## config.mk

```make
export PLATFORM = sky130hd
export DESIGN_NAME = qrs_queue
export DESIGN_NICKNAME = d
export VERILOG_FILES = /design/src/rtl/qrs_pkg.sv /design/src/rtl/qrs_queue.sv
export SDC_FILE = /design/constraint.sdc
export NUM_CORES = 1
export LEC_CHECK = 0
export BUFFER_PORTS_ARGS = -buffer_cell sky130_fd_sc_hd__buf_4
export CORE_MARGIN = 2
export CORE_UTILIZATION = 40
export DETAILED_ROUTE_END_ITERATION = 10
export GPL_ROUTABILITY_DRIVEN = 1
export SLEW_MARGIN = 20
export SYNTH_ARGS = -nofsm -noshare
export SYNTH_HDL_FRONTEND = slang
export SYNTH_SLANG_ARGS = --single-unit
```

## constraint.sdc

```tcl
create_clock -name clk -period 5.8 [get_ports clk]
set_clock_uncertainty 0.1 [all_clocks]
set_input_delay 0.87 -clock clk [delete_from_list [all_inputs] [get_ports clk]]
set_output_delay 0.87 -clock clk [all_outputs]
set_load 0.05 [all_outputs]
```

## src/rtl/qrs_pkg.sv

```systemverilog
// ----------------------------------------------------------------------------
// qrs_pkg
// Shared types and widths for the quadratic root solver.
// ----------------------------------------------------------------------------
package qrs_pkg;

  localparam int COEF_W     = 16;
  localparam int SQRT_FRAC  = 15;
  // result scale 2^16 against divisor scale 2*2^15 cancels: q = |N| / |a|
  localparam int MAG_W      = 33;   // |b^2 - 4ac|
  localparam int ROOT_W     = 32;   // floor(sqrt(|d| * 2^30))
  localparam int SREM_W     = 35;
  localparam int SX_W       = 64;   // radicand width
  localparam int NUM_W      = 33;   // numerator magnitude
  localparam int QUO_W      = 33;
  localparam int DREM_W     = 17;
  localparam int OUT_W      = 40;
  localparam int QDEPTH     = 4;
  localparam int QPTR_W     = 2;

  typedef enum logic [1:0] {
    KIND_REAL  = 2'd0,
    KIND_CPLX  = 2'd1,
    KIND_REP   = 2'd2,
    KIND_DEGEN = 2'd3
  } kind_t;

  typedef struct packed {
    kind_t                     kind;
    logic [MAG_W-1:0]          mag;
    logic signed [COEF_W-1:0]  coef_b;
    logic                      a_neg;
    logic [COEF_W-1:0]         a_mag;
  } job_t;

  typedef struct packed {
    job_t               job;
    logic [SREM_W-1:0]  rem;
    logic [ROOT_W-1:0]  root;
  } sq_t;

  typedef struct packed {
    kind_t              kind;
    logic               neg1;
    logic               neg2;
    logic [COEF_W-1:0]  den;
    logic [NUM_W-1:0]   n1;
    logic [NUM_W-1:0]   n2;
    logic [DREM_W-1:0]  r1;
    logic [DREM_W-1:0]  r2;
    logic [QUO_W-1:0]   q1;
    logic [QUO_W-1:0]   q2;
  } dv_t;

  typedef struct packed {
    logic push;
    logic full;
  } qctl_t;

endpackage

```

## src/rtl/qrs_queue.sv

```systemverilog
// ----------------------------------------------------------------------------
// qrs_queue
// Short queue of classified jobs between front and back.
// ----------------------------------------------------------------------------
module qrs_queue import qrs_pkg::*; (
  input  logic  clk,
  input  logic  rst_n,
  input  logic  push,
  input  job_t  push_data,
  output logic  full,
  input  logic  pop,
  output job_t  pop_data,
  output logic  empty
);

  job_t              mem_r [QDEPTH];
  logic [QPTR_W-1:0] wr_r, wr_nxt, rd_r, rd_nxt;
  logic [QPTR_W:0]   cnt_r, cnt_nxt;

  assign full     = (cnt_r == (QPTR_W+1)'(QDEPTH));
  assign empty    = (cnt_r == '0);
  assign pop_data = mem_r[rd_r];

  always_comb begin
    wr_nxt  = push ? wr_r + 1'b1 : wr_r;
    rd_nxt  = pop  ? rd_r + 1'b1 : rd_r;
    cnt_nxt = cnt_r + (QPTR_W+1)'(push) - (QPTR_W+1)'(pop);
  end

  always_ff @(posedge clk) begin
    if (!rst_n) begin
      wr_r  <= '0;
      rd_r  <= '0;
      cnt_r <= '0;
    end else begin
      wr_r  <= wr_nxt;
      rd_r  <= rd_nxt;
      cnt_r <= cnt_nxt;
    end
  end

  always_ff @(posedge clk) begin
    if (push) mem_r[wr_r] <= push_data;
  end

endmodule

```

== Word level (Yosys, flattened, before mapping) ==
Memories as Yosys holds them, arrays and structs flattened. A register that Yosys moved wholly into a read port is not among the register bits.
Index checks and enable logic that the tools add are counted.

* Reductions and logical operators: 1
* Eq/ne operators: 1
* Add/subtract/negate cells: 4
* Muxes and demuxes: 4

{| class="wikitable"
|+ Operators by type and width
! cell !! count
|-
| $add 2x1->2 const B || 2
|-
| $mux 2 || 2
|-
| $add 3x1->3 || 1
|-
| $eq 3x3->1 const B || 1
|-
| $logic_not 3->1 || 1
|-
| $sub 3x1->3 || 1
|-
| $mux 1 || 2
|}

* Memory bits (writable): 272
* Output and inout bits: 70
* Memories kept: 1
* Register bits: 7

{| class="wikitable"
|+ Memories
! memory !! depth !! width !! rd ports !! clocked after Yosys merged registers in !! write ports !! line !! RTL
|-
| mem_r || 4 || 68 || 1 || 1 || 1 || qrs_queue.sv:16 || <nowiki>job_t mem_r [QDEPTH];</nowiki>
|}

== Logic depth before layout (Yosys ltp) ==
* Depth after elaboration: 3
* Mapped depth: 7

== Worst setup path after synthesis ==
OpenSTA, ideal clock, no wires.

* Path type: input-to-reg
* Start: input push
* End: memory mem_r[0][0] (netlist name), enable pin
* Arrival time: 2.466 ns
* Setup time: 0.433 ns
* Stages: 1
* Setup slack: 2.801 ns
* Data required time: 5.267 ns
* Buffers on the path: 0
* Path through: and2_1

* Cells in the longest elaborated chain, start to end: 2

{| class="wikitable"
|+ RTL lines
! what !! line !! RTL
|-
| start: declaration || qrs_queue.sv:8 || <nowiki>input logic push,</nowiki>
|-
| $mux 1 || qrs_queue.sv:43 || <nowiki>if (push) mem_r[wr_r] <= push_data;</nowiki>
|-
| $mux 1 (implied by the code) || qrs_queue.sv:43 ||
|-
| end: declaration || qrs_queue.sv:16 ||
|}

Every way passes these cells.

==> flow_summary.ini <==
[status]
status = finished, final reports clean

[clocking]
post_cts_resized = 0
clkTransAtPathRegs_ns = 0.06
cts_made_buffers = 29
clock-sinks = 281
cts_tree = yes
root_buffer = clkbuf_16
worstSkewPairLatency_ns = 0.54
cts_buffer_depth = 3
ctsHtreeMaxLevel = 1
cts_setup_buffers = 0
postCtsHoldBufs = 0

[detailed_routing]
final_antenna_net_count = 0
wl_per_cell_um = 19.9
num_vias = 4578
drc = 0
drt_wl_total_um = 18200
drt_pre_antenna_iters = 6
via_per_inst = 5.01
first_iter_violations = 311

[worst_setup_path]
worst_setup_path_start_kind = register
max_stage_delay_ns = 0.83
worstReg2RegEnd = cnt_r[2]$_SDFF_PN0_
reg2reg_from = cnt_r[0]$_SDFF_PN0_
r2r_setup_slack_ns = 3.87
path_cells = buf_4 -> mux4_2 -> buf_4
cp_num_buf_inv = 2
path_max_fanout = 36
cp.required_ns = 4.83
path_delay_family = flip-flops
crit_path_end_kind = primary output
critPathSlowestCell = dfxtp_4
critPathKind = register to primary output
worstPathArrival_ns = 2.72
crit_top_cell = buf_4
ff2ff_path_depth = 7

[place]
place.gp.congestion = 0.688
io_buffer_count = 141
pre_cts_ws_ns = 2.54
dp_hpwl_um = 10300
dpl_cell_area_um2 = 11600

[final_layout]
mostFrequentLayoutCells = 272 x edfxtp_1, 143 x buf_4, 68 x mux4_2, 29 x clkbuf_16
final_cell_area_um2 = 12700
final_common_cell = edfxtp_1
num-nets-final = 640
multi_input_area_um2 = 1780
area.sequential_um2 = 8360
n_fill_cell = 2033
area_growth_pct = 23.7
final_layout_size_suffix_gt1_share_pct = 45.5
antenna_cells = 0

[sta]
worstMarginPinSlew_ns = 1.04
slew_headroom_pct = 30.9
fmax_mhz = 271
hold-worst-slack_ns = 0.422
min_period_ns = 3.69
fin_setup_tns_ns = 0
hold_viol_final = 0
slew_viol_final = 0
grt_setup_unrepaired = false
setup_ws_ns = 2.11
report.final.setup_viol = 0
fin_crit_sh_pct = 63.7

[power_and_ir_drop]
p_int_uw = 3690
seqPwrFrac_pct = 48.6
power.density_nw_per_um2 = 386
clockPowerShare_pct = 37.2
swShare_pct = 24.8
leakagePower_uw = 0.00429
p_comb_share_pct = 14.2
netSwitchingPower_uw = 1220
peakVddDrop_mv = 0.239

[synth]
ys.flop_type = edfxtp_1
synth_edf_count = 272
yosys.cell_types.count = 21
ys_ff_latch = 281
ys_async_sr_fraction_pct = 0
synthesis.area_um2 = 10300
syn_nets = 478
ys_seq_area_share_pct = 81.2
synth_cells = 399
ys_warn_count = 0
syn_avg_cell_area_um2 = 25.8

[min_path]
hold_depth = 1
hold_class = input pin to register
min_from = push_data[28]
whs_endpoint = mem_r[1][28]$_DFFE_PP_

[global_route]
grt_max_degree = 69
grt.total_usage_pct = 13.7
overflow = 0
grt_util_met2_pct = 23.5
grt_pass1_vias = 4940
top_usage_layer = met2
use_met1_pct = 17.6
grt.met3_usage_pct = 3.13
antenna_found_initial = 0
grt_pass1_wl_um = 27800

[floorplanning]
ioPinCount = 142
die_h_um = 164
die_w_um = 164
num_rows = 58
fp.dieArea_um2 = 27000
core_um2 = 25200
initial_core_util_pct = 40.8

[job]
drv_cap = 0
-- metal layers --
| metal | part of all wire (%) | vias up |
|---|---|---|
| met1 | 41 | 2413 |
| met5 | 0 | - |
| met4 | 1.6 | 0 |
| met2 | 51 | 123 |
| met3 | 6.0 | 26 |
| li1 | - | 2016 |
-- cells in the mapped netlist (2+ instances only) --
cell	n	area [µm²]
edfxtp_1	272	8170
mux4_2	68	1530
dfxtp_1	9	180
inv_1	7	26.3
and2_1	6	37.5
ha_1	6	75.1
nor2_1	5	18.8
buf_2	4	20.0
buf_4	4	30.0
clkbuf_1	4	15.0
buf_12	3	60.1
xnor2_1	2	17.5
-- area by class of cell --
| cell class | instances | share of cell area [%] |
|---|---|---|
| clock buffer | 32 | 5.80 |
| clock inverter | 21 | 1.73 |
| inverter | 7 | 0.207 |
| multi-input combinational | 95 | 14.0 |
| sequential | 281 | 65.7 |
| tap | 330 | 3.25 |
| timing repair buffer | 147 | 9.31 |
-- worst register-to-register path: stages (launching register included) --
cell and delay, ns:
dfxtp_1 0.34, inv_1 0.06, ha_1 0.26, inv_1 0.04
ha_1 0.19, fa_1 0.40, xor3_1 0.40, nor2_1 0.04
-- registers in the layout (all words and copies together) (netlist names), named ones only --
| signal | count |
|---|---|
| cnt_r | 3 |
| mem_r | 272 |
| rd_r | 2 |
| wr_r | 2 |
-- cells by family (layout without fill, tap and decap cells) --
group | after synthesis | after routing | share of synthesized area (%)
AO/OA/AOI/OAI | 2 | 2 | 0.146
AND/OR/NAND/NOR | 14 | 14 | 0.730
buffers and inverters | 23 | 207 | 1.58
flip-flops | 281 | 281 | 81.2
multiplexers | 69 | 69 | 15.0
XOR/XNOR | 3 | 3 | 0.402
adder cells (fa/ha/maj) | 7 | 7 | 0.925
-- power groups by stage --
stage               clock (µW)  combinational (µW)  sequential [µW]
floorplan                    0                 506             2400
global placement             0                 686             2430
detailed placement           0                 697             2430
CTS                       1880                 700             2390
global route              1960                 736             2400
finish                    1830                 699             2390
-- stage by stage --
| stage | utilization, % | instances | total power, µW |
|---|---|---|---|
| 3_3_place_gp | 46.2 | 856 | 3110 |
| 4_1_cts | 50.0 | 909 | 4970 |
| 6_report | 50.5 | 913 | 4910 |
| 5_1_grt | 50.5 | 913 | 5090 |
| 3_5_place_dp | 46.2 | 856 | 3130 |
| 2_1_floorplan | - | 399 | 2900 |
-- worst max-delay path by stage --
stage	startpoint	end	slack, ns	cells after the start
finish	register	pop_data[15]	2.11	3
detailed placement	register	pop_data[15]	2.54	3
global route	register	pop_data[15]	1.84	3
CTS	register	pop_data[15]	1.97	3
floorplan	push	mem_r[0][0]$_DFFE_PP_	2.80	1
global placement	register	pop_data[15]	2.58	3
(Power assumes the default switching activity.)
