### src/rtl/qrs_pkg.sv
// ----------------------------------------------------------------------------
// qrs_pkg
// Shared types and widths for the quadratic root solver.
// ----------------------------------------------------------------------------
package qrs_pkg;

  localparam int COEF_W     = 16;
  localparam int SQRT_FRAC  = 15;
  // result scale 2^16 against divisor scale 2*2^15 cancels: q = |N| / |a|
  localparam int MAG_W      = 33;   // |b^2 - 4ac|
  localparam int ROOT_W     = 32;   // floor(sqrt(|d| * 2^30))
  localparam int SREM_W     = 35;
  localparam int SX_W       = 64;   // radicand width
  localparam int NUM_W      = 33;   // numerator magnitude
  localparam int QUO_W      = 33;
  localparam int DREM_W     = 17;
  localparam int OUT_W      = 40;
  localparam int QDEPTH     = 4;
  localparam int QPTR_W     = 2;

  typedef enum logic [1:0] {
    KIND_REAL  = 2'd0,
    KIND_CPLX  = 2'd1,
    KIND_REP   = 2'd2,
    KIND_DEGEN = 2'd3
  } kind_t;

  typedef struct packed {
    kind_t                     kind;
    logic [MAG_W-1:0]          mag;
    logic signed [COEF_W-1:0]  coef_b;
    logic                      a_neg;
    logic [COEF_W-1:0]         a_mag;
  } job_t;

  typedef struct packed {
    job_t               job;
    logic [SREM_W-1:0]  rem;
    logic [ROOT_W-1:0]  root;
  } sq_t;

  typedef struct packed {
    kind_t              kind;
    logic               neg1;
    logic               neg2;
    logic [COEF_W-1:0]  den;
    logic [NUM_W-1:0]   n1;
    logic [NUM_W-1:0]   n2;
    logic [DREM_W-1:0]  r1;
    logic [DREM_W-1:0]  r2;
    logic [QUO_W-1:0]   q1;
    logic [QUO_W-1:0]   q2;
  } dv_t;

  typedef struct packed {
    logic push;
    logic full;
  } qctl_t;

endpackage

### src/rtl/qrs_front.sv
// ----------------------------------------------------------------------------
// qrs_front
// Takes coefficient words, forms the discriminant and classifies the roots.
// ----------------------------------------------------------------------------
module qrs_front import qrs_pkg::*; (
  input  logic                     clk,
  input  logic                     rst_n,
  input  logic                     in_valid,
  output logic                     in_stall,
  input  logic signed [COEF_W-1:0] in_coef_a,
  input  logic signed [COEF_W-1:0] in_coef_b,
  input  logic signed [COEF_W-1:0] in_coef_c,
  output qctl_t                    qctl,
  input  logic                     q_full,
  output job_t                     job
);

  logic                     vld_r;
  logic signed [31:0]       bb_r, ac_r, bb_nxt, ac_nxt;
  logic signed [COEF_W-1:0] a_r, b_r;
  logic signed [34:0]       d;
  logic [34:0]              d_abs;

  assign bb_nxt    = in_coef_b * in_coef_b;
  assign ac_nxt    = in_coef_a * in_coef_c;
  assign in_stall  = vld_r && q_full;
  assign qctl.push = vld_r && !q_full;
  assign qctl.full = q_full;

  always_comb begin
    d     = 35'(bb_r) - (35'(ac_r) <<< 2);
    d_abs = d[34] ? 35'(-d) : 35'(d);
    job.mag    = d_abs[MAG_W-1:0];
    job.coef_b = b_r;
    job.a_neg  = a_r[COEF_W-1];
    job.a_mag  = a_r[COEF_W-1] ? COEF_W'(-a_r) : COEF_W'(a_r);
    if (a_r == '0)    job.kind = KIND_DEGEN;
    else if (d == '0) job.kind = KIND_REP;
    else if (d[34])   job.kind = KIND_CPLX;
    else              job.kind = KIND_REAL;
  end

  always_ff @(posedge clk) begin
    if (!rst_n) begin
      vld_r <= 1'b0;
    end else if (!in_stall) begin
      vld_r <= in_valid;
    end
  end

  always_ff @(posedge clk) begin
    if (!in_stall) begin
      bb_r <= bb_nxt;
      ac_r <= ac_nxt;
      a_r  <= in_coef_a;
      b_r  <= in_coef_b;
    end
  end

endmodule

### config.mk
export PLATFORM = sky130hd
export DESIGN_NAME = qrs_front
export DESIGN_NICKNAME = d
export VERILOG_FILES = /design/src/rtl/qrs_pkg.sv /design/src/rtl/qrs_front.sv
export SDC_FILE = /design/constraint.sdc
export NUM_CORES = 2
export LEC_CHECK = 0
export ABC_AREA = 1
export BUFFER_PORTS_ARGS = -buffer_cell sky130_fd_sc_hd__buf_2
export CORE_MARGIN = 2
export CORE_UTILIZATION = 65
export DETAILED_ROUTE_END_ITERATION = 8
export HOLD_SLACK_MARGIN = 0.05
export PLACE_DENSITY = 0.84
export RECOVER_POWER = 50
export SLEW_MARGIN = 30
export SYNTH_ARGS = -nofsm -noshare
export SYNTH_HDL_FRONTEND = slang
export SYNTH_SLANG_ARGS = --single-unit
### constraint.sdc
create_clock -name clk -period 7.7 [get_ports clk]
set_clock_uncertainty 0.1 [all_clocks]
set_input_delay 0.385 -clock clk [delete_from_list [all_inputs] [get_ports clk]]
set_output_delay 0.385 -clock clk [all_outputs]
set_load 0.03 [all_outputs]
# Yosys cells after proc, flatten, opt, wreduce, memory -nomap -nowiden

Cells that the tools add are included.

Bits in registers: 97
Output and inout port bits: 71
Word-level logic and storage cells: 20

Add/sub/neg operators: 3
Multiply operators: 2
Mux-type cells: 5
Reduce and logical (&&, ||, !) cells: 5

Operator list:

| cell                         | number |
|---|---|
| multiplier 16 x 16 -> 32 bit | 2 |
| zero test 35 bit             | 1 |
| subtractor 32 x 34 -> 35 bit | 1 |
| two-way mux 33 bit           | 1 |
| negation 33 bit              | 1 |
| zero test 16 bit             | 1 |
| two-way mux 16 bit           | 1 |
| negation 16 bit              | 1 |
| two-way mux 2 bit            | 2 |
| logical AND 1 bit            | 2 |
| zero test 1 bit              | 1 |
| two-way mux 1 bit            | 1 |

# Depth between registers and ports, before layout

Word-level depth: 4
Depth in mapped cells: 26
Depth with buffers taken out: 24

# Worst setup path before layout

No wires, ideal clock.

Path kind: input to register
Start point: input port in_coef_c[5]
End point: register ac_r[29], data pin
Library setup time: 0.258 ns
Arrival: 5.618 ns
Data required time: 7.342 ns
Path slack: 1.724 ns
Cell stages on the path: 21
Buffers on the path: 2
Cells stage by stage: clkbuf_1 > clkbuf_1 > nand2_1 > fa_1 > inv_1 > fa_1 > fa_1 > fa_1 > fa_1 > inv_1 > fa_1 > inv_1 > ha_1 > nand2_1 > nor4_1 > nand3_1 > nand3_1 > nand2_1 > nand2_1 > a31oi_1 > xnor2_1

Cells in the longest elaborated chain, start to end: 1

RTL lines:

| element                      | RTL line        | source |
|---|---|---|
| start, declared              | qrs_front.sv:12 | `input logic signed [COEF_W-1:0] in_coef_c,` |
| multiplier 16 x 16 -> 32 bit | qrs_front.sv:25 | `assign ac_nxt = in_coef_a * in_coef_c;` |
| via ac_nxt[29]               | qrs_front.sv:19 | `logic signed [31:0] bb_r, ac_r, bb_nxt, ac_nxt;` |
| end signal, assigned         | qrs_front.sv:54 | `ac_r <= ac_nxt;` |
| end, declared                | qrs_front.sv:19 |  |

The timed path passes the listed nets, and every way through them passes these cells.
A chain may end at the register's enable or synchronous reset.

# Final worst setup path

Start point: input port in_coef_a[15]
End point: register ac_r[29], data pin

Cells in the longest elaborated chain, start to end: 1

RTL lines:

| element                      | RTL line        | source |
|---|---|---|
| start, declared              | qrs_front.sv:10 | `input logic signed [COEF_W-1:0] in_coef_a,` |
| multiplier 16 x 16 -> 32 bit | qrs_front.sv:25 |  |
| via ac_nxt[29]               | qrs_front.sv:19 |  |

The timed path passes the listed nets, and every way through them passes these cells.

==> run metrics <==
Slew headroom=-93.2%; Slew @ Worst Pin=2.90 ns; CP required=7.72 ns; total CTS buffers=9; FFs w/ async S/R, synth=0%; antenna violations before repair=0; Mapped Area=26200 sq um; synthesized area per cell=7.93 sq um; cts repair resizes=0; GR Overflow Total=0; CP Data Arrival Time=6.72 ns; Worst-Skew Late Latency=0.38 ns; Area after DPL=27000 sq um; core area=39700 sq um; CP Class=in -> reg; DRC Markers=0; final-layout fill cell count=3229; dpl ws=1.16 ns; global-route wire length before repair=98.8 mm; Final Slew Violations=55; period utilization=87.1%; CP max FO=17; # hold bufs at CTS=0; worst r2r path cells=3; wire length per cell=15.2 um; max frequency=149 MHz; EDFF count, synth=94; failing checks=capacitance limit, slew limit; hpwl dp=49.5 mm; Chip Width=205 um; max_cap viols=1; most frequent cell after synthesis=inv_1; first-pass iteration count of the detailed router=5; CTS sink count=95; via count=20400; initial core utilization=65.8%; Nets=4086; synthesis-stage register bit count=95; area added between synthesis and finish=4.28%; CTS Buffer Depth=2; setup_tns=0 ns; I/O pin count=123; htree depth=3; final instance area=27300 sq um; remaining antenna violation count=0; CTS tree=done; Synth cell types=48; top cells by count, synth=inv_1 (989), nand2_1 (773), fa_1 (496), ha_1 (205), nor2_1 (150); Rows=73; largest net degree at the start of global routing=74; worst hold margin=0.105 ns; post-synthesis sequential area ratio=10.9%; area share of the largest cell type after synthesis=38.0%; RePlAce Congestion=0.955; # diodes=0; RSZ-0062 raised after global routing=false; final hold vios=0; DR vias/cell=5.28; layout cells sized above 1=3.95%; Root Buffer Master=clkbuf_16; CP Launch Type=primary input; DRT iter0 DRCs=1590; crit path capture type=flip-flop; vias in the first global route=20900; HP Class=in -> reg; minimum clock period=6.70 ns; Die Y=205 um; clock-pin slew on the worst setup and hold paths=0.08 ns; IO Port Bufs=122; Synth area leaders=fa_1 (38%), inv_1 (14%), nand2_1 (11%), edfxtp_1 (11%), ha_1 (9.8%); Routed WL=58.6 mm; Synth Net Count=4051; GRT Resource Usage Total=29.8%; fin worst setup slack=0.997 ns; Mapped Cells=3298; synth warn=0; hold depth=2; final-report setup violation count=0; area of the die=41900 sq um; main flop type after synthesis=edfxtp_1; setup bufs post-CTS=0; cell taking the most area after synthesis=fa_1; run status=finished with violations
[state kept, by name (all words and copies together) (netlist names)]
| name | cells |
|---|---|
| vld_r | 1 |
| a_r | 16 |
| b_r | 15 |
| ac_r | 32 |
| bb_r | 31 |
[path summary, 6_finish.rpt]
path                   end  slack (ns)          start
setup / recovery  ac_r[29]         1.0  in_coef_a[15]
hold / removal       vld_r        0.11          rst_n
hold reg to reg     b_r[3]        1.28          vld_r
setup reg to reg    a_r[9]        2.93          vld_r
[layout make-up]
type,instances,area [sq um],share of cell area [%]
Multi-Input combinational cell,2108,19200,70.3
Clock buffer,10,229,0.839
Sequential cell,95,2840,10.4
Clock inverter,6,92.6,0.339
Inverter,995,3740,13.7
Timing Repair Buffer,124,553,2.03
Tap cell,525,657,2.41
[critical path, stage by stage]
cell and delay [ns]:
clkbuf_1 0.71, nand2_1 0.22, inv_1 0.18, fa_1 0.56, fa_1 0.92, fa_1 0.55
fa_1 0.51, fa_1 0.49, inv_1 0.05, fa_1 0.47, inv_1 0.04, ha_1 0.36
nand2_1 0.13, nor4_1 0.44, nand3_1 0.17, nand3_1 0.15, nand2_1 0.06, nand2_1 0.10
a31oi_1 0.10, xnor2_1 0.14
[metal layers]
layer / routed length, um / global-route usage, %
met3: 4740 / 4.06
met5: 0 / 0
met4: 1510 / 9.55
met1: 23900 / 41.3
met2: 28400 / 49.1
[logic make-up after synthesis]
kind of cell | after synthesis | share of synthesized area [%]
buf+inv | 1095 | 15.9
flops | 95 | 10.9
fa+ha+maj | 701 | 47.8
xor+xnor | 128 | 4.31
compound gates | 180 | 3.90
simple gates | 1099 | 17.3
[placed cells by master (no fill, tap or decap), types with 8 or more instances in the layout]
| master | count |
|---|---|
| a21o_1 | 8 |
| a21oi_1 | 94 |
| and2_1 | 8 |
| buf_2 | 70 |
| clkbuf_1 | 55 |
| clkbuf_16 | 9 |
| edfxtp_1 | 94 |
| fa_1 | 496 |
| ha_1 | 205 |
| inv_1 | 989 |
| nand2_1 | 773 |
| nand2_2 | 9 |
| nand3_1 | 66 |
| nand4_1 | 37 |
| nor2_1 | 150 |
| nor2_2 | 9 |
| nor3_1 | 18 |
| o21ai_0 | 42 |
| o21bai_1 | 8 |
| xnor2_1 | 56 |
| xor2_1 | 71 |
[per-stage QoR]
step / util (%) / instances
after floorplan: - / 3298
after global placement: 68.0 / 3846
after detailed placement: 68.0 / 3846
after CTS: 68.8 / 3862
after global routing: 68.7 / 3863
final: 68.7 / 3863
Power is left out: the tool's default activity adds up to more than one toggle a clock period on the data nets, which glitch-free logic cannot reach.
