## config.mk

```make
export PLATFORM = sky130hd
export DESIGN_NAME = qrs_sqrt
export DESIGN_NICKNAME = d
export VERILOG_FILES = /design/src/rtl/qrs_pkg.sv /design/src/rtl/qrs_sqrt.sv
export SDC_FILE = /design/constraint.sdc
export NUM_CORES = 2
export LEC_CHECK = 0
export BUFFER_PORTS_ARGS = -buffer_cell sky130_fd_sc_hd__buf_4
export CAP_MARGIN = 20
export CORE_MARGIN = 10
export CORE_UTILIZATION = 50
export CTS_CLUSTER_SIZE = 25
export DETAILED_ROUTE_END_ITERATION = 8
export PLACE_DENSITY = 0.73
export SYNTH_ARGS = -nofsm -noshare
export SYNTH_HDL_FRONTEND = slang
export SYNTH_MEMORY_MAX_BITS = 65536
export SYNTH_SLANG_ARGS = --single-unit
export TNS_END_PERCENT = 50
```

## constraint.sdc

```tcl
create_clock -name clk -period 6.2 [get_ports clk]
set_input_delay 0.62 -clock clk [delete_from_list [all_inputs] [get_ports clk]]
set_output_delay 0.62 -clock clk [all_outputs]
set_load 0.005 [all_outputs]
```

## src/rtl/qrs_pkg.sv

```systemverilog
// ----------------------------------------------------------------------------
// qrs_pkg
// Shared types and widths for the quadratic root solver.
// ----------------------------------------------------------------------------
package qrs_pkg;

  localparam int COEF_W     = 16;
  localparam int SQRT_FRAC  = 15;
  // result scale 2^16 against divisor scale 2*2^15 cancels: q = |N| / |a|
  localparam int MAG_W      = 33;   // |b^2 - 4ac|
  localparam int ROOT_W     = 32;   // floor(sqrt(|d| * 2^30))
  localparam int SREM_W     = 35;
  localparam int SX_W       = 64;   // radicand width
  localparam int NUM_W      = 33;   // numerator magnitude
  localparam int QUO_W      = 33;
  localparam int DREM_W     = 17;
  localparam int OUT_W      = 40;
  localparam int QDEPTH     = 4;
  localparam int QPTR_W     = 2;

  typedef enum logic [1:0] {
    KIND_REAL  = 2'd0,
    KIND_CPLX  = 2'd1,
    KIND_REP   = 2'd2,
    KIND_DEGEN = 2'd3
  } kind_t;

  typedef struct packed {
    kind_t                     kind;
    logic [MAG_W-1:0]          mag;
    logic signed [COEF_W-1:0]  coef_b;
    logic                      a_neg;
    logic [COEF_W-1:0]         a_mag;
  } job_t;

  typedef struct packed {
    job_t               job;
    logic [SREM_W-1:0]  rem;
    logic [ROOT_W-1:0]  root;
  } sq_t;

  typedef struct packed {
    kind_t              kind;
    logic               neg1;
    logic               neg2;
    logic [COEF_W-1:0]  den;
    logic [NUM_W-1:0]   n1;
    logic [NUM_W-1:0]   n2;
    logic [DREM_W-1:0]  r1;
    logic [DREM_W-1:0]  r2;
    logic [QUO_W-1:0]   q1;
    logic [QUO_W-1:0]   q2;
  } dv_t;

  typedef struct packed {
    logic push;
    logic full;
  } qctl_t;

endpackage

```

## src/rtl/qrs_sqrt.sv

```systemverilog
// ----------------------------------------------------------------------------
// qrs_sqrt
// Pipelined square root of |d| * 2^30, one result bit per stage.
// ----------------------------------------------------------------------------
module qrs_sqrt import qrs_pkg::*; (
  input  logic              clk,
  input  logic              rst_n,
  input  logic              en,
  input  logic              in_vld,
  input  job_t              in_job,
  output logic              out_vld,
  output job_t              out_job,
  output logic [ROOT_W-1:0] out_root
);

  sq_t  st_r  [ROOT_W];
  logic vld_r [ROOT_W];

  genvar k;
  for (k = 0; k < ROOT_W; k++) begin : g_st
    sq_t               cur, nxt;
    logic [SX_W-1:0]   x;
    logic [SREM_W-1:0] rem_s, trial;

    if (k == 0) begin : g_first
      assign cur = {in_job, {SREM_W{1'b0}}, {ROOT_W{1'b0}}};
    end else begin : g_rest
      assign cur = st_r[k-1];
    end

    always_comb begin
      x     = {1'b0, cur.job.mag, {(2*SQRT_FRAC){1'b0}}};
      rem_s = {cur.rem[SREM_W-3:0], x[2*(ROOT_W-1-k)+1 -: 2]};
      trial = {1'b0, cur.root, 2'b01};
      nxt   = cur;
      if (rem_s >= trial) begin
        nxt.rem  = rem_s - trial;
        nxt.root = {cur.root[ROOT_W-2:0], 1'b1};
      end else begin
        nxt.rem  = rem_s;
        nxt.root = {cur.root[ROOT_W-2:0], 1'b0};
      end
    end

    always_ff @(posedge clk) begin
      if (en) st_r[k] <= nxt;
    end

    always_ff @(posedge clk) begin
      if (!rst_n) begin
        vld_r[k] <= 1'b0;
      end else if (en) begin
        if (k == 0) vld_r[k] <= in_vld;
        else        vld_r[k] <= vld_r[(k == 0) ? 0 : k-1];
      end
    end
  end

  assign out_vld  = vld_r[ROOT_W-1];
  assign out_job  = st_r[ROOT_W-1].job;
  assign out_root = st_r[ROOT_W-1].root;

endmodule

```

Word-level counts from Yosys, hierarchy flattened
Memory sizes are Yosys's and may differ from the RTL's.
Cells that the tools add are included.
- register bits after elaboration: 0
- logic and storage cells: 167
- memories kept: 2
- bits in writable memories: 4352
- input port bits: 72
- output and inout bits: 101
- memories (memory ; depth ; width ; rd ports ; clocked after Yosys merged registers in ; write ports ; RTL line ; text):
    st_r ; 32 ; 135 ; 32 ; 0 ; 32 ; qrs_sqrt.sv:16 ; sq_t st_r [ROOT_W];
    vld_r ; 32 ; 1 ; 32 ; 0 ; 32 ; qrs_sqrt.sv:17 ; logic vld_r [ROOT_W];
- multiplexer cells: 69
- order comparisons: 32
- bitwise operators: 32
- add/subtract/negate cells: 32
- operators with widths (cell ; number):
    $mux 67 ; 32
    $ge 35x34->1 ; 31
    $sub 35x34->35 ; 31
    $mux 1 ; 37
    $or 1x1->1 ; 32
    $sub 1x1->2 const B ; 1
    $ge 1x1->1 const B ; 1

Longest topological paths before layout
- depth after elaboration: 4
- depth in mapped cells: 15
- depth with buffers taken out: 13

Worst setup path before layout
No wires, ideal clock.
- kind: flip-flop to flip-flop
- start point: mem st_r[5][40] (netlist name)
- end point: mem st_r[6][42] (netlist name), data pin
- cell stages (with the launch flop): 11
- buffers on the path: 2
- required time: 5934 ps
- setup slack: 2823 ps
- clock period less this slack: 3377 ps
- arrival time: 3111 ps
- path through: edfxtp_1 -> or4_4 -> or3_4 -> or4_4 -> or3_1 -> buf_6 -> or3_4 -> o211ai_4 -> buf_6 -> nor3_1 -> xor2_1
- RTL lines (element ; RTL line):
    from (decl) ; qrs_sqrt.sv:16

==> impl_results.md <==
- TritonRoute pass-1 iters: 8
- Net switching fraction of the power: 25.6%
- Total power of the final layout: 63500 uW
- Worst path cell trace: ha_1 -> nand4_1 -> or3_1 -> o31ai_1 -> a21oi_1 -> o31ai_1 -> a211oi_1 -> and2_0 -> buf_4 -> inv_1 -> buf_4 -> o2111ai_1 -> o21ai_0
- Total CTS buffers: 377
- Power density over the cells: 376 nW/um^2
- CTS Root Cell: sky130_fd_sc_hd__clkbuf_16
- Relative max-transition margin: 21.2%
- Seq/Total Area, Yosys: 73.5%
- Switching power: 16300 uW
- Kind of start point of the critical path: register
- Total number of vias: 79000
- Leak pwr: 0.0621 uW
- Total number of yosys warnings: 0
- Count of distinct cell types in the synthesized netlist: 90
- Clock Path Buffers: 4
- Maximum number of pins on one net before global-route repair: 199
- Number of maximum-capacitance violations: 0
- P&R area growth vs syn: 12.9%
- Width of the die: 567 um
- Vias in the first global route: 80400
- Arrival time of the worst setup path: 5070 ps
- Commonest non-fill, non-tap cells in the layout: sky130_fd_sc_hd__edfxtp_1, sky130_fd_sc_hd__inv_1, sky130_fd_sc_hd__nand2_1
- CTS clk-pin slew, worst paths: 60 ps
- H-tree level count: 5
- Boundary Pins: 173
- Wire length after detailed routing: 274000 um
- Rows: 200
- Post-layout nets: 11000
- Final hold viol count: 0
- Part of the total power dissipated in the clock network: 34.9%
- Type of the worst min-delay path: input port to register
- Placer Congestion: 0.878
- Syn Inst Count: 9847
- PortBufs: 172
- Critical path destination: st_r[28][62]
- Aggregate negative setup slack: 0 ps
- Number of DRC violations after detailed-routing iteration 0: 5800
- Biggest area consumer among synthesized cells: sky130_fd_sc_hd__edfxtp_1
- Area of the die: 321000 um^2
- Clock net sink count: 3659
- Total buffers and inverters traversed by the critical path: 3
- Final non-filler cell area: 169000 um^2
- Required time at the worst-slack endpoint: 6930 ps
- Slew Viols, Final: 0
- First-pass GRT wire length: 433000 um
- Area of the mapped netlist: 149000 um^2
- Effective utilization at floorplan: 50.3%
- Crit path from: st_r[27][41]
- Residual antenna-violating net count after detailed routing: 0
- Critical Path Sink Type: register
- Worst Setup Path Type: register to register
- Largest stage delay on the critical path: 740 ps
- Initial antenna violation count: 2
- R2R cell count: 13
- DP HPWL: 184000 um
- Max Clk Rate: 230 MHz
- Number of synthesized register bits: 3659
- Final count of negative-setup-slack endpoints: 0
- Total gr overflow: 0
- Fraction of registers with async set/reset: 0%
- RSZ-0062 raised after global routing: no
- Global-route usage over all layers: 16.5%
- Mean post-synth cell area: 15.2 um^2
- Peak supply drop: 0.000258 V
- Library cell contributing the largest single delay on the critical path: sky130_fd_sc_hd__o31ai_1
- Area share of the leading cell type in the synthesized netlist: 73.5%
- Post-CTS setup buffer count: 0
- Run status: completed
- Actual transition at the worst max-transition pin: 1180 ps
- DRC Markers: 0
- Sequential share of power: 50.2%
- Cell family with most CP delay: compound AO/OA/AOI/OAI gates
- Post-Synthesis Net Count: 10500
- Synth top area cells: sky130_fd_sc_hd__edfxtp_1, sky130_fd_sc_hd__ha_1, sky130_fd_sc_hd__xor2_1, sky130_fd_sc_hd__xnor2_1, sky130_fd_sc_hd__a21oi_1
- TritonCTS clock tree: built
- Cell internal pwr: 47200 uW
- Combinational fraction of design power: 14.9%
- Share of cells above drive strength 1: 9.35%
- Maximum fanout count along the critical path: 38
- Share of the cycle needed by the critical path after routing: 70.0%
- End of the worst register-to-register path: st_r[28][62]
- DR WL/cell: 18.7 um
- Post-synth EDFFs: 3658
- Die Span Y: 567 um
- Primary flip-flop cell chosen by synthesis mapping: sky130_fd_sc_hd__edfxtp_1
- Number of gates on the worst path with buffers counted: 13
- Worst Skew: 67.4 ps
- Commonest non-fill, non-tap cell in the layout: sky130_fd_sc_hd__edfxtp_1
- Post-placement cell area: 156000 um^2
- Clock latency reported for the late side of the worst-skew pair: 950 ps
- FF-to-FF setup slack: 1860 ps
- Reg-to-reg startpoint: st_r[27][41]
- Vias per inst: 5.40
- Crit path time final: 4340 ps
- Core box area: 297000 um^2
==> worst min path at each step <==
stage,from,endpoint,slack [ps],depth (start not counted)
after CTS,rst_n,vld_r[1][0],9,2
final,rst_n,vld_r[1][0],110,2
after global routing,rst_n,vld_r[1][0],60,2
after floorplan,st_r[9][100],st_r[10][100],400,0
after detailed placement,st_r[9][100],st_r[10][100],400,0
after global placement,st_r[17][67],st_r[18][67],400,0
==> repair_timing <==
action | in CTS | in global routing
endpoints found under the hold margin | 69 | 0
hold buffers | 69 | 0
gates resized for setup | 0 | 0
==> metrics by stage <==
step                hold slack [ps]  util, %  cells  worst slack (ps)
detailed placement              405     52.4  13900              1800
global route                   59.5     56.8  14600              1620
finish                          109     56.8  14600              1860
global placement                400     52.4  13900              1790
floorplan                       400        -   9847              2820
CTS                            9.46     56.8  14600              1780
==> area by class of cell <==
type / count / area (um^2)
fill: 22900 / 128000
sequential: 3659 / 110000
multi-input combinational: 5344 / 36500
clock buffer: 421 / 9620
tap: 3939 / 4930
timing repair buffer: 320 / 2810
clock inverter: 259 / 2590
inverter: 680 / 2550
antenna: 1 / 2.50
==> cell families after synthesis <==
family / after synthesis / share of synthesized area (%)
mux: 119 / 0.889
buf+inv: 844 / 2.14
other cells: 1 / 0.00251
compound gates: 1712 / 7.10
flops: 3659 / 73.5
simple gates: 2206 / 7.29
xor+xnor: 761 / 4.46
fa+ha+maj: 545 / 4.63
==> per-layer routing <==
metal / global-route usage (%) / share of wire, % / vias up / routed length [um]
met1: 20.2 / 41 / 38400 / 112000
met4: 7.04 / 4.5 / 0 / 12400
li1: - / - / 38000 / -
met5: 0 / 0 / - / 0
met2: 28.9 / 50 / 1872 / 138000
met3: 2.70 / 4.3 / 674 / 11900
==> power groups by stage <==
| stage | clock network [uW] | logic [uW] | registers [uW] |
|---|---|---|---|
| 3_5_place_dp | 0 | 9330 | 32400 |
| 6_report | 22200 | 9440 | 31900 |
| 3_3_place_gp | 0 | 9130 | 32300 |
| 2_1_floorplan | 0 | 6820 | 31600 |
| 4_1_cts | 22900 | 9440 | 31900 |
| 5_1_grt | 23900 | 10500 | 32100 |
==> sequential cells by signal, summed over array words and instances, names as in the netlist <==
name	cells
st_r	3627
vld_r	32
==> synth_stat cells (107+ instances only) <==
cell / count
sky130_fd_sc_hd__xor2_1: 392
sky130_fd_sc_hd__nor2_1: 546
sky130_fd_sc_hd__ha_1: 531
sky130_fd_sc_hd__a21oi_1: 524
sky130_fd_sc_hd__o21a_1: 107
sky130_fd_sc_hd__nor4_1: 127
sky130_fd_sc_hd__nand3_1: 136
sky130_fd_sc_hd__nand2b_1: 121
sky130_fd_sc_hd__nor3_1: 191
sky130_fd_sc_hd__clkbuf_1: 147
sky130_fd_sc_hd__mux2_2: 110
sky130_fd_sc_hd__inv_1: 677
sky130_fd_sc_hd__xnor2_1: 369
sky130_fd_sc_hd__nand2_1: 569
sky130_fd_sc_hd__edfxtp_1: 3658
sky130_fd_sc_hd__a21o_1: 205
sky130_fd_sc_hd__o21ai_0: 444
No activity file was read; power rests on OpenSTA's default activity.
